--- src/rtl/core/hdlc_dfr_pkg.sv ---
// Shared constants and controller/datapath interface types for the HDLC deframer.
// No dependencies; imported by every module of the block.
`default_nettype none

package hdlc_dfr_pkg;

  // Framing octets
  localparam logic [7:0] FLAG_OCTET = 8'h7E;
  localparam logic [7:0] ESC_OCTET  = 8'h7D;
  localparam logic [7:0] FLIP_BITS  = 8'h20;

  // Stored byte count and frame length width (holds 0..64)
  localparam int CNT_W = 7;

  // Default packet buffer size
  localparam int PACKET_BYTES_DEF = 64;

  // Configuration register file
  localparam int               ADDR_W         = 3;
  localparam logic             REG_MIN_FRAME  = 1'b0;
  localparam logic [CNT_W-1:0] MIN_FRAME_RST  = 7'd8;

  // Controller to datapath commands
  typedef struct packed {
    logic take_input;  // input channel open
    logic send;        // walk the buffer toward the output
  } ctl_cmd_t;

  // Datapath to controller status
  typedef struct packed {
    logic start;       // accepted flag closes a frame long enough to deliver
    logic read_last;   // final buffer entry moved into the output register
  } dp_stat_t;

endpackage

`default_nettype wire

--- src/rtl/core/hdlc_async_deframer.sv ---
// HDLC asynchronous deframer. A flag that closes a long enough frame starts
// delivery of the whole buffer, PACKET_BYTES requests at one per cycle set by
// the single buffer read port while out_stall is low; the controller registers
// the send command, then the output register loads the first. Input waits meanwhile.
// Reset is synchronous: control, count and per-entry valid bits clear at once,
// so the buffer reads as zeros with no clearing pass.
`default_nettype none

module hdlc_async_deframer #(
  parameter int PACKET_BYTES = hdlc_dfr_pkg::PACKET_BYTES_DEF
) (
  input  wire                              clk,
  input  wire                              rst,
  // configuration port
  input  wire                              psel,
  input  wire                              penable,
  input  wire                              pwrite,
  input  wire [hdlc_dfr_pkg::ADDR_W-1:0]   paddr,
  input  wire [31:0]                       pwdata,
  output logic [31:0]                      prdata,
  output logic                             pready,
  // received bytes
  input  wire                              in_valid,
  output logic                             in_stall,
  input  wire [7:0]                        rx_byte,
  // delivered packet bytes
  output logic                             out_valid,
  input  wire                              out_stall,
  output logic [7:0]                       pkt_byte,
  output logic [5:0]                       byte_index,
  output logic [hdlc_dfr_pkg::CNT_W-1:0]   frame_len,
  output logic                             last
);
  import hdlc_dfr_pkg::*;

  logic [CNT_W-1:0] min_frame_bytes;
  ctl_cmd_t         cmd;
  dp_stat_t         stat;

  // Configuration register
  assign pready = 1'b1;

  always_ff @(posedge clk) begin
    if (rst) begin
      min_frame_bytes <= MIN_FRAME_RST;
    end else if (psel && penable && pwrite && pready &&
                 (paddr[ADDR_W-1] == REG_MIN_FRAME)) begin
      min_frame_bytes <= pwdata[CNT_W-1:0];
    end
  end

  always_comb begin
    prdata = '0;
    if (paddr[ADDR_W-1] == REG_MIN_FRAME) begin
      prdata = {{(32-CNT_W){1'b0}}, min_frame_bytes};
    end
  end

  assign in_stall = ~cmd.take_input;

  hdlc_dfr_ctrl u_ctrl (
    .clk  (clk),
    .rst  (rst),
    .stat (stat),
    .cmd  (cmd)
  );

  hdlc_dfr_dpath #(
    .PACKET_BYTES (PACKET_BYTES)
  ) u_dpath (
    .clk             (clk),
    .rst             (rst),
    .cmd             (cmd),
    .stat            (stat),
    .min_frame_bytes (min_frame_bytes),
    .in_valid        (in_valid),
    .rx_byte         (rx_byte),
    .out_valid       (out_valid),
    .out_stall       (out_stall),
    .pkt_byte        (pkt_byte),
    .byte_index      (byte_index),
    .frame_len       (frame_len),
    .last            (last)
  );

endmodule

`default_nettype wire

--- src/rtl/core/hdlc_dfr_ctrl.sv ---
// Controller of the HDLC deframer: switches between receiving and delivering.
// Depends on hdlc_dfr_pkg for the command and status types.
`default_nettype none

module hdlc_dfr_ctrl (
  input  wire                   clk,
  input  wire                   rst,
  input  wire hdlc_dfr_pkg::dp_stat_t stat,
  output hdlc_dfr_pkg::ctl_cmd_t cmd
);
  import hdlc_dfr_pkg::*;

  typedef enum logic {
    S_RECV,
    S_SEND
  } state_t;

  state_t state;

  // Hold state and registered commands
  always_ff @(posedge clk) begin
    if (rst) begin
      state          <= S_RECV;
      cmd.take_input <= 1'b1;
      cmd.send       <= 1'b0;
    end else begin
      case (state)
        S_RECV: begin
          if (stat.start) begin
            state          <= S_SEND;
            cmd.take_input <= 1'b0;
            cmd.send       <= 1'b1;
          end
        end
        S_SEND: begin
          if (stat.read_last) begin
            state          <= S_RECV;
            cmd.take_input <= 1'b1;
            cmd.send       <= 1'b0;
          end
        end
        default: begin
          state          <= S_RECV;
          cmd.take_input <= 1'b1;
          cmd.send       <= 1'b0;
        end
      endcase
    end
  end

endmodule

`default_nettype wire

--- src/rtl/core/hdlc_dfr_dpath.sv ---
// Datapath of the HDLC deframer: unstuffing, packet buffer, count and output register.
// Depends on hdlc_dfr_pkg for octet constants and the command and status types.
`default_nettype none

module hdlc_dfr_dpath #(
  parameter int PACKET_BYTES = hdlc_dfr_pkg::PACKET_BYTES_DEF
) (
  input  wire                              clk,
  input  wire                              rst,
  input  wire hdlc_dfr_pkg::ctl_cmd_t      cmd,
  output hdlc_dfr_pkg::dp_stat_t           stat,
  input  wire [hdlc_dfr_pkg::CNT_W-1:0]    min_frame_bytes,
  input  wire                              in_valid,
  input  wire [7:0]                        rx_byte,
  output logic                             out_valid,
  input  wire                              out_stall,
  output logic [7:0]                       pkt_byte,
  output logic [5:0]                       byte_index,
  output logic [hdlc_dfr_pkg::CNT_W-1:0]   frame_len,
  output logic                             last
);
  import hdlc_dfr_pkg::*;

  localparam int IDX_W = $clog2(PACKET_BYTES);
  localparam logic [CNT_W-1:0] FULL_CNT = CNT_W'(PACKET_BYTES);
  localparam logic [IDX_W-1:0] LAST_IDX = IDX_W'(PACKET_BYTES - 1);

  // Packet buffer; entries not yet written read as zero through their valid bit
  logic [7:0]              mem [PACKET_BYTES];
  logic [PACKET_BYTES-1:0] entry_valid;

  logic             escape_pending;
  logic [CNT_W-1:0] stored_count;
  logic [IDX_W-1:0] rd_idx;
  logic [CNT_W-1:0] len_hold;

  // Output register
  logic [7:0]       mem_q;
  logic             valid_q;
  logic [IDX_W-1:0] out_idx;

  logic       accept;
  logic       is_flag;
  logic       is_esc;
  logic       do_store;
  logic [7:0] store_byte;
  logic       load;

  // Decode the incoming byte
  always_comb begin
    accept     = in_valid && cmd.take_input;
    is_flag    = (rx_byte == FLAG_OCTET);
    is_esc     = (rx_byte == ESC_OCTET);
    do_store   = 1'b0;
    store_byte = rx_byte;
    if (escape_pending) begin
      do_store   = 1'b1;
      store_byte = is_flag ? rx_byte : (rx_byte ^ FLIP_BITS);
    end else if (!is_flag && !is_esc) begin
      do_store = 1'b1;
    end
  end

  assign stat.start = accept && is_flag && !escape_pending &&
                      (stored_count >= min_frame_bytes);
  assign load           = cmd.send && (!out_valid || !out_stall);
  assign stat.read_last = load && (rd_idx == LAST_IDX);

  // Track escape and stored count; write the buffer
  always_ff @(posedge clk) begin
    if (rst) begin
      escape_pending <= 1'b0;
      stored_count   <= '0;
      entry_valid    <= '0;
    end else if (accept) begin
      if (escape_pending) begin
        escape_pending <= 1'b0;
      end else if (is_flag) begin
        stored_count <= '0;
      end else if (is_esc) begin
        escape_pending <= 1'b1;
      end
      if (do_store && (stored_count < FULL_CNT)) begin
        stored_count                           <= stored_count + 1'b1;
        entry_valid[stored_count[IDX_W-1:0]] <= 1'b1;
      end
    end
  end

  always_ff @(posedge clk) begin
    if (accept && do_store && (stored_count < FULL_CNT)) begin
      mem[stored_count[IDX_W-1:0]] <= store_byte;
    end
  end

  // Latch the frame length when a delivery starts
  always_ff @(posedge clk) begin
    if (stat.start) begin
      len_hold <= stored_count;
    end
  end

  // Advance the read pointer and fill the output register
  always_ff @(posedge clk) begin
    if (rst) begin
      rd_idx    <= '0;
      out_valid <= 1'b0;
    end else begin
      if (load) begin
        out_valid <= 1'b1;
        rd_idx    <= (rd_idx == LAST_IDX) ? '0 : rd_idx + 1'b1;
      end else if (!out_stall) begin
        out_valid <= 1'b0;
      end
    end
  end

  always_ff @(posedge clk) begin
    if (load) begin
      mem_q     <= mem[rd_idx];
      valid_q   <= entry_valid[rd_idx];
      out_idx   <= rd_idx;
      frame_len <= len_hold;
      last      <= (rd_idx == LAST_IDX);
    end
  end

  assign pkt_byte   = valid_q ? mem_q : 8'h00;
  assign byte_index = 6'(out_idx);

endmodule

`default_nettype wire

--- config.mk ---
export PLATFORM = sky130hd
export DESIGN_NAME = hdlc_async_deframer
export DESIGN_NICKNAME = d
export VERILOG_FILES = /design/src/rtl/core/hdlc_dfr_pkg.sv /design/src/rtl/core/hdlc_async_deframer.sv /design/src/rtl/core/hdlc_dfr_ctrl.sv /design/src/rtl/core/hdlc_dfr_dpath.sv
export SDC_FILE = /design/constraint.sdc
export NUM_CORES = 1
export LEC_CHECK = 0
export ABC_AREA = 1
export BUFFER_PORTS_ARGS = -buffer_cell sky130_fd_sc_hd__buf_2
export CORE_MARGIN = 4
export CORE_UTILIZATION = 45
export CTS_CLUSTER_SIZE = 12
export DETAILED_ROUTE_END_ITERATION = 6
export GPL_TIMING_DRIVEN = 0
export HOLD_SLACK_MARGIN = 0.06
export MAX_ROUTING_LAYER = met4
export PLACE_DENSITY_LB_ADDON = 0.05
export SYNTH_ARGS = -nofsm -noshare
export SYNTH_HDL_FRONTEND = slang
export SYNTH_HIERARCHICAL = 1
export SYNTH_SLANG_ARGS = --single-unit
--- constraint.sdc ---
create_clock -name clk -period 3.2 [get_ports clk]
set_input_delay 0.48 -clock clk [delete_from_list [all_inputs] [get_ports clk]]
set_output_delay 0.48 -clock clk [all_outputs]
set_load 0.03 [all_outputs]
### Yosys cells after proc, flatten, opt, wreduce, memory -nomap -nowiden

Memories as Yosys holds them, arrays and structs flattened. A register that Yosys moved wholly into a read port is not among the register bits.
Index checks and enable logic that the tools add are counted.

| cells by class | value |
|---|---|
| add/sub/neg operators | 2 |
| magnitude comparators | 5 |
| eq/ne operators | 7 |
| muxes and demuxes | 27 |
| bitwise logic cells | 5 |
| reductions and logical operators | 24 |

Operator list:

| kind | number |
|---|---|
| $or A64 B64 Y64 | 1 |
| $mux W7 | 4 |
| $mux W6 | 3 |
| $eq A8 B7 Y1 const B | 2 |
| $logic_and A1 B1 Y1 | 14 |
| $lt A6 B7 Y1 const B | 2 |
| $mux W1 | 13 |
| $mux W8 | 1 |
| $add A7 B1 Y7 const B | 1 |
| $ge A7 B7 Y1 | 1 |
| $lt A7 B7 Y1 const B | 1 |
| $add A6 B1 Y6 const B | 1 |
| $bmux W1 S6 | 1 |
| $demux W1 S6 | 1 |
| $eq A6 B6 Y1 const B | 1 |
| $ge A6 B1 Y1 const B | 1 |
| $ne A2 B2 Y1 const B | 3 |
| $logic_not A1 Y1 | 5 |
| $mux W2 | 2 |
| $not A1 Y1 | 4 |
| $pmux W2 S2 | 1 |
| $reduce_and A2 Y1 | 2 |
| $reduce_and A3 Y1 | 1 |
| $ne A2 B1 Y1 const B | 1 |
| 3 further kinds | 3 |

| word-level totals | value |
|---|---|
| register bits after elaboration | 111 |
| bits in writable memories | 512 |
| output and inout bits | 57 |
| memories kept | 1 |

Memory list:

| memory | depth | bits a word | read ports | clocked after memory_dff | write ports | RTL line | text |
|---|---|---|---|---|---|---|---|
| u_dpath.mem | 64 | 8 | 1 | 1 | 1 | hdlc_dfr_dpath.sv:29 | `logic [7:0] mem [PACKET_BYTES];` |

### Longest topological paths before layout

| logic depth | value |
|---|---|
| depth in word-level cells | 9 |
| depth in mapped cells | 16 |
| depth with buffers taken out | 12 |

### Cells and area by module

Netlist, hierarchy kept.

By module, submodules not included:

| module | times used | cells each | area each (um^2) | seq. area each (um^2) |
|---|---|---|---|---|
| hdlc_dfr_dpath | 1 | 2832 | 27182.3 | 17857.1 |
| hdlc_async_deframer | 1 | 92 | 609.3 | 140.1 |
| hdlc_dfr_ctrl | 1 | 15 | 108.9 | 60.1 |

### Worst setup path after synthesis

OpenSTA, ideal clock, no wires.

| timing | value |
|---|---|
| path type | input-to-reg |
| from | input port rx_byte[7] |
| to | memory u_dpath.mem[5][0] (enable) |
| library setup time | 370 ps |
| data arrival time | 1791 ps |
| required time | 2830 ps |
| path slack | 1039 ps |
| cell stages on the path | 12 |
| buffers on the path | 2 |
| cells stage by stage | inv_1 -> nand2_1 -> nor2_1 -> nand2_1 -> nand2_1 -> nand2_1 -> nand3_2 -> inv_2 -> buf_2 -> buf_2 -> nand2_1 -> nor2_1 |

| on the way | value |
|---|---|
| word-level cells in the longest chain between the ends | 9 |

RTL lines:

| item | RTL line | text |
|---|---|---|
| from (decl) | hdlc_async_deframer.sv:25 | `input wire [7:0] rx_byte,` |
| $eq A8 B7 Y1 (on tied branches) | hdlc_dfr_dpath.sv:52, hdlc_dfr_dpath.sv:53 |  |
| $logic_not A1 Y1 | hdlc_dfr_dpath.sv:59 | `end else if (!is_flag && !is_esc) begin` |
| $logic_and A1 B1 Y1 * | hdlc_dfr_dpath.sv:59 |  |
| $mux W1 * | hdlc_dfr_dpath.sv:59 |  |
| $mux W1 * | hdlc_dfr_dpath.sv:56 | `if (escape_pending) begin` |
| $logic_and A1 B1 Y1 * (2 in series) | hdlc_dfr_dpath.sv:91 | `if (accept && do_store && (stored_count < FULL_CNT)) begin` |
| $mux W1 * | hdlc_dfr_dpath.sv:91 |  |
| $mux W1 (implied by the code) * | hdlc_dfr_dpath.sv:92 | `mem[stored_count[IDX_W-1:0]] <= store_byte;` |
| to (decl) | hdlc_dfr_dpath.sv:29 |  |

Every way passes the cells marked *; elsewhere a longest branch is shown, timed or not.

### Final worst setup path

| timing | value |
|---|---|
| from | input port rx_byte[1] |
| to | memory u_dpath.mem[10][7] (enable) |

Same word-level chain as after synthesis.

==> flow_results.org <==
** STA
- Setup-failing EPs final :: 0
- On the final layout, the worst clock skew is 0.0209 ns.
- Unrepaired setup endpoints after global routing :: no
- At the pin with the least slew margin, the transition time is 1.29 ns.
- Worst max-slew margin expressed relative to the limit :: 14.1%
- Based on the critical path, the design can be clocked at up to 330 MHz.
- The count of final hold-check violations was 0.
- Final setup margin :: 0.168 ns
- Period utilisation layout :: 94.7%
- The number of max-slew violations in the final report is 0.
- Period minus WS final :: 3.03 ns
- On the final layout, the worst hold slack is 0.102 ns.

** Synthesis
- Synthesis-stage register bit count :: 631
- Counting flops with an async set or reset pin after synthesis yields a share of 0%.
- Yosys printed 6 warnings.
- Syn Std Cell Area :: 27900 sq um
- Synth Area in Compound Gates :: 4.20%
- Averaged over all synthesized cells, the footprint is 9.49 sq um.
- In this run, synthesis inferred 542 flip-flops with an integrated enable.
- Simple-gate share of the synthesized area :: 21.7%
- After technology mapping, the gate count stands at 2939.
- After Yosys synthesis, full adders, half adders and majority gates account for 0.404% of the synthesized area.
- By area, the combinational part of the netlist is dominated by simple AND/OR/NAND/NOR gates.
- Sequential elements use 64.7% of the synthesized area.
- Netlist cell types :: 37
- The most used flip-flop cell after synthesis is sky130_fd_sc_hd__edfxtp_1.
- Multiplexer cells account for 0% of the synthesized area.
- Summing the areas of all xor and xnor instances in the mapped netlist gives 0.126% of the synthesized area.

** Clock tree
- Worst skew pair latency :: 0.62 ns
- The number of clock buffers added by TritonCTS is 70.
- Clock root buffer master :: sky130_fd_sc_hd__clkbuf_16
- Number of clock sinks :: 631
- # H-tree levels :: 3
- For this design, the CTS-stage hold fixing added 0 buffers.
- In this run the deepest clock path goes through 3 buffers.
- After clock tree synthesis, the clock-pin slew on the worst setup and hold paths is 0.06 ns.
- TritonCTS clock tree :: built

** Pwr
- The worst-case IR drop observed on VDD is 0.404 mV.
- The clock network burns 45.3% of the power.
- After layout, the design draws a total of 17.2 mW.
- Net switching is 21.0% of the power.
- Leakage Power :: 13.0 nW
- For this design the ratio of total power to cell area is 545 nW/um^2.
- Cell internal power was estimated by the tool at 13.6 mW.
- Logic pwr share :: 2.7%
- Sequential cells account for 52.0% of the total power.
- Net load switching power :: 3.61 mW

** Floorplan
- # rows :: 91
- The die is 257 microns tall.
- Core region area :: 61600 sq um
- Floorplan die width :: 257 microns
- For this configuration, the core starts out at a cell density of 45.3%.
- The die covers 66000 sq um.
- During I/O placement, the number of pins put on the boundary was 107.

** Setup path
- STA puts the critical path data arrival time at 3.27 ns.
- The critical path is of the input pin to register type.
- Internal reg-to-reg setup slack :: 0.22 ns
- STA classifies the critical path startpoint as an input pin.
- Crit Path Max Fanout :: 66
- Critical path capture point type :: register
- Required time at the endpoint of the critical path :: 3.44 ns

** Global route
- Global routing used 27.5% of the available tracks across all layers.
- The first global-routing pass estimated 131 mm of wire.
- Via count of the first global-routing pass :: 19767
- The number of antenna violations at the first check in global routing is 2.
- Global routing finished with a remaining overflow of 0.
- Pin count of the biggest net entering global routing :: 67

** Cells and area
- The layout has 5663 filler cells.
- Area of the multi-input gates :: 7570 sq um
- # nets final :: 3146
- Across the whole layout, storage elements account for 18100 sq um.
- Layout cells sized above 1 :: 9.65%
- Compared with the post-synthesis result, the final layout area differs by 13.3%.

** Detailed routing
- In the final routed layout, each cell accounts on average for 22.3 microns.
- After detailed routing, the number of vias per cell comes to 5.19.
- Initial drt markers :: 1997
- The routed design has 88.7 mm of wire.
- For this run, design rule violations remaining after detail routing come to 0.
- The first detailed-routing pass ran for 5 iterations.
- In this run the remaining antenna-violating nets after routing total 0.
- Vias post-DR :: 20622

** Hold path
- Worst hold path class :: input pin to register

** Place
- Detailed placement ended at an HPWL of 59.9 mm.
- Number of port buffers :: 52
- At the end of routability-driven placement, the weighted congestion stood at 0.943.
- Worst-case setup slack after placement :: -1.24 ns

** Flow run
- Number of violations of the max-capacitance limit :: 0

** Run status
- The run finished with clean final reports.
[metal layers]
layer / share of wire (%) / vias up / track usage, %
li1: - / 9723 / -
met1: 43 / 9972 / 36.1
met2: 48 / 767 / 44.3
met3: 6.3 / 160 / 3.59
met4: 3.5 / 0 / 9.90
met5: 0 / - / -
[cell usage after synthesis (2+ instances only)]
cell | count | share of area [%]
sky130_fd_sc_hd__a21oi_1 | 100 | 1.8
sky130_fd_sc_hd__buf_1 | 4 | 0.054
sky130_fd_sc_hd__buf_2 | 67 | 1.2
sky130_fd_sc_hd__buf_4 | 41 | 1.1
sky130_fd_sc_hd__buf_6 | 7 | 0.28
sky130_fd_sc_hd__clkbuf_1 | 53 | 0.71
sky130_fd_sc_hd__clkinv_1 | 5 | 0.067
sky130_fd_sc_hd__conb_1 | 2 | 0.027
sky130_fd_sc_hd__dfxtp_1 | 89 | 6.4
sky130_fd_sc_hd__edfxtp_1 | 542 | 58
sky130_fd_sc_hd__ha_1 | 9 | 0.40
sky130_fd_sc_hd__inv_1 | 394 | 5.3
sky130_fd_sc_hd__inv_2 | 5 | 0.067
sky130_fd_sc_hd__nand2_1 | 892 | 12
sky130_fd_sc_hd__nand2_2 | 2 | 0.045
sky130_fd_sc_hd__nand3_1 | 300 | 5.4
sky130_fd_sc_hd__nand4_1 | 4 | 0.090
sky130_fd_sc_hd__nor2_1 | 274 | 3.7
sky130_fd_sc_hd__nor3_1 | 4 | 0.072
sky130_fd_sc_hd__nor3b_1 | 2 | 0.054
sky130_fd_sc_hd__o211ai_1 | 5 | 0.13
sky130_fd_sc_hd__o21ai_0 | 97 | 1.7
sky130_fd_sc_hd__o21ai_1 | 10 | 0.18
sky130_fd_sc_hd__o21bai_1 | 10 | 0.27
sky130_fd_sc_hd__or2_2 | 7 | 0.16
sky130_fd_sc_hd__xor2_1 | 3 | 0.094
[through the flow]
step | area [sq um] | instances | setup TNS [ns] | util [%]
finish | 31600 | 3977 | 0 | 51.3
global placement | 29300 | 3852 | -487.66 | 47.6
CTS | 31600 | 3976 | -2.56 | 51.2
global route | 31600 | 3977 | 0 | 51.3
detailed placement | 29300 | 3852 | -370.04 | 47.6
floorplan | 28000 | 2963 | 0 | -
[critical path: stages]
cell and delay (ns):
sky130_fd_sc_hd__buf_6 0.45, sky130_fd_sc_hd__inv_1 0.11, sky130_fd_sc_hd__nand2_1 0.11, sky130_fd_sc_hd__nor2_1 0.07, sky130_fd_sc_hd__nand2_1 0.06, sky130_fd_sc_hd__nand2_1 0.05
sky130_fd_sc_hd__nand2_1 0.09, sky130_fd_sc_hd__nand3_2 0.20, sky130_fd_sc_hd__inv_2 0.10, sky130_fd_sc_hd__buf_2 0.21, sky130_fd_sc_hd__nand2_1 0.56, sky130_fd_sc_hd__nor2_2 0.70
[power by group through the flow]
stage / Sequential (mW) / Combinational [mW] / Clock, mW
2_1_floorplan: 9.13 / 0.217 / 0
3_3_place_gp: 9.14 / 0.449 / 0
3_5_place_dp: 9.14 / 0.457 / 0
4_1_cts: 8.96 / 0.460 / 7.98
5_1_grt: 8.96 / 0.499 / 8.33
6_report: 8.96 / 0.466 / 7.81
[layout make-up]
class                   instances  area share, %
diodes                          1        0.00791
flip-flops and latches        631           57.1
inverters                     405           4.81
well taps                     837           3.31
plain buffers                 173           2.98
clock buffers                  96           6.18
repair buffers                 52          0.914
clock inverters                28          0.756
multi-input cells            1754           23.9
[sequential cells by signal (all words and copies together), names as in the netlist]
name / count
u_ctrl/state: 1
u_dpath/rd_idx: 6
u_dpath/entry_valid: 64
u_ctrl/cmd: 2
u_dpath/out_valid: 1
u_dpath/stored_count: 7
u_dpath/valid_q: 1
min_frame_bytes: 7
u_dpath/frame_len: 7
u_dpath/byte_index: 6
u_dpath/len_hold: 7
u_dpath/mem: 512
u_dpath/mem_q: 8
u_dpath/escape_pending: 1
u_dpath/last: 1
[cell families (layout without fill, tap and decap cells)]
logic type,count (synthesis),in the layout
xor+xnor,4,4
buf+inv,578,754
fa+ha+maj,9,9
compound gates,225,225
other cells,2,27
simple gates,1490,1490
flops,631,631
[cell usage in the layout (no fill, tap or decap), drive strengths merged, types with 2 or more instances in the layout]
cell    count
xor2        3
ha          9
o211ai      5
edfxtp    542
bufinv      4
clkbuf    150
nor3b       2
nor3        4
o21ai     107
nand2     895
buf       171
nor2      276
nand3     301
nand4       4
conb       26
inv       401
clkinv     28
o21bai     10
or2         7
a21oi     100
dfxtp      89
[what timing repair did]
item	CTS	global route
gates resized for setup	19	16
buffers inserted	0	0
gates cloned	0	0
setup endpoints to repair	280	233
[final timing paths]
check,to,cells after the start,from
min reg2reg,u_dpath/frame_len[3],0,u_dpath/len_hold[3]
min,min_frame_bytes[3],3,pwdata[3]
max,u_dpath/mem[10][7],12,rx_byte[1]
max reg2reg,u_dpath/mem_q[2],10,u_dpath/rd_idx[1]
Note: power is estimated with default switching activity, not from simulation.
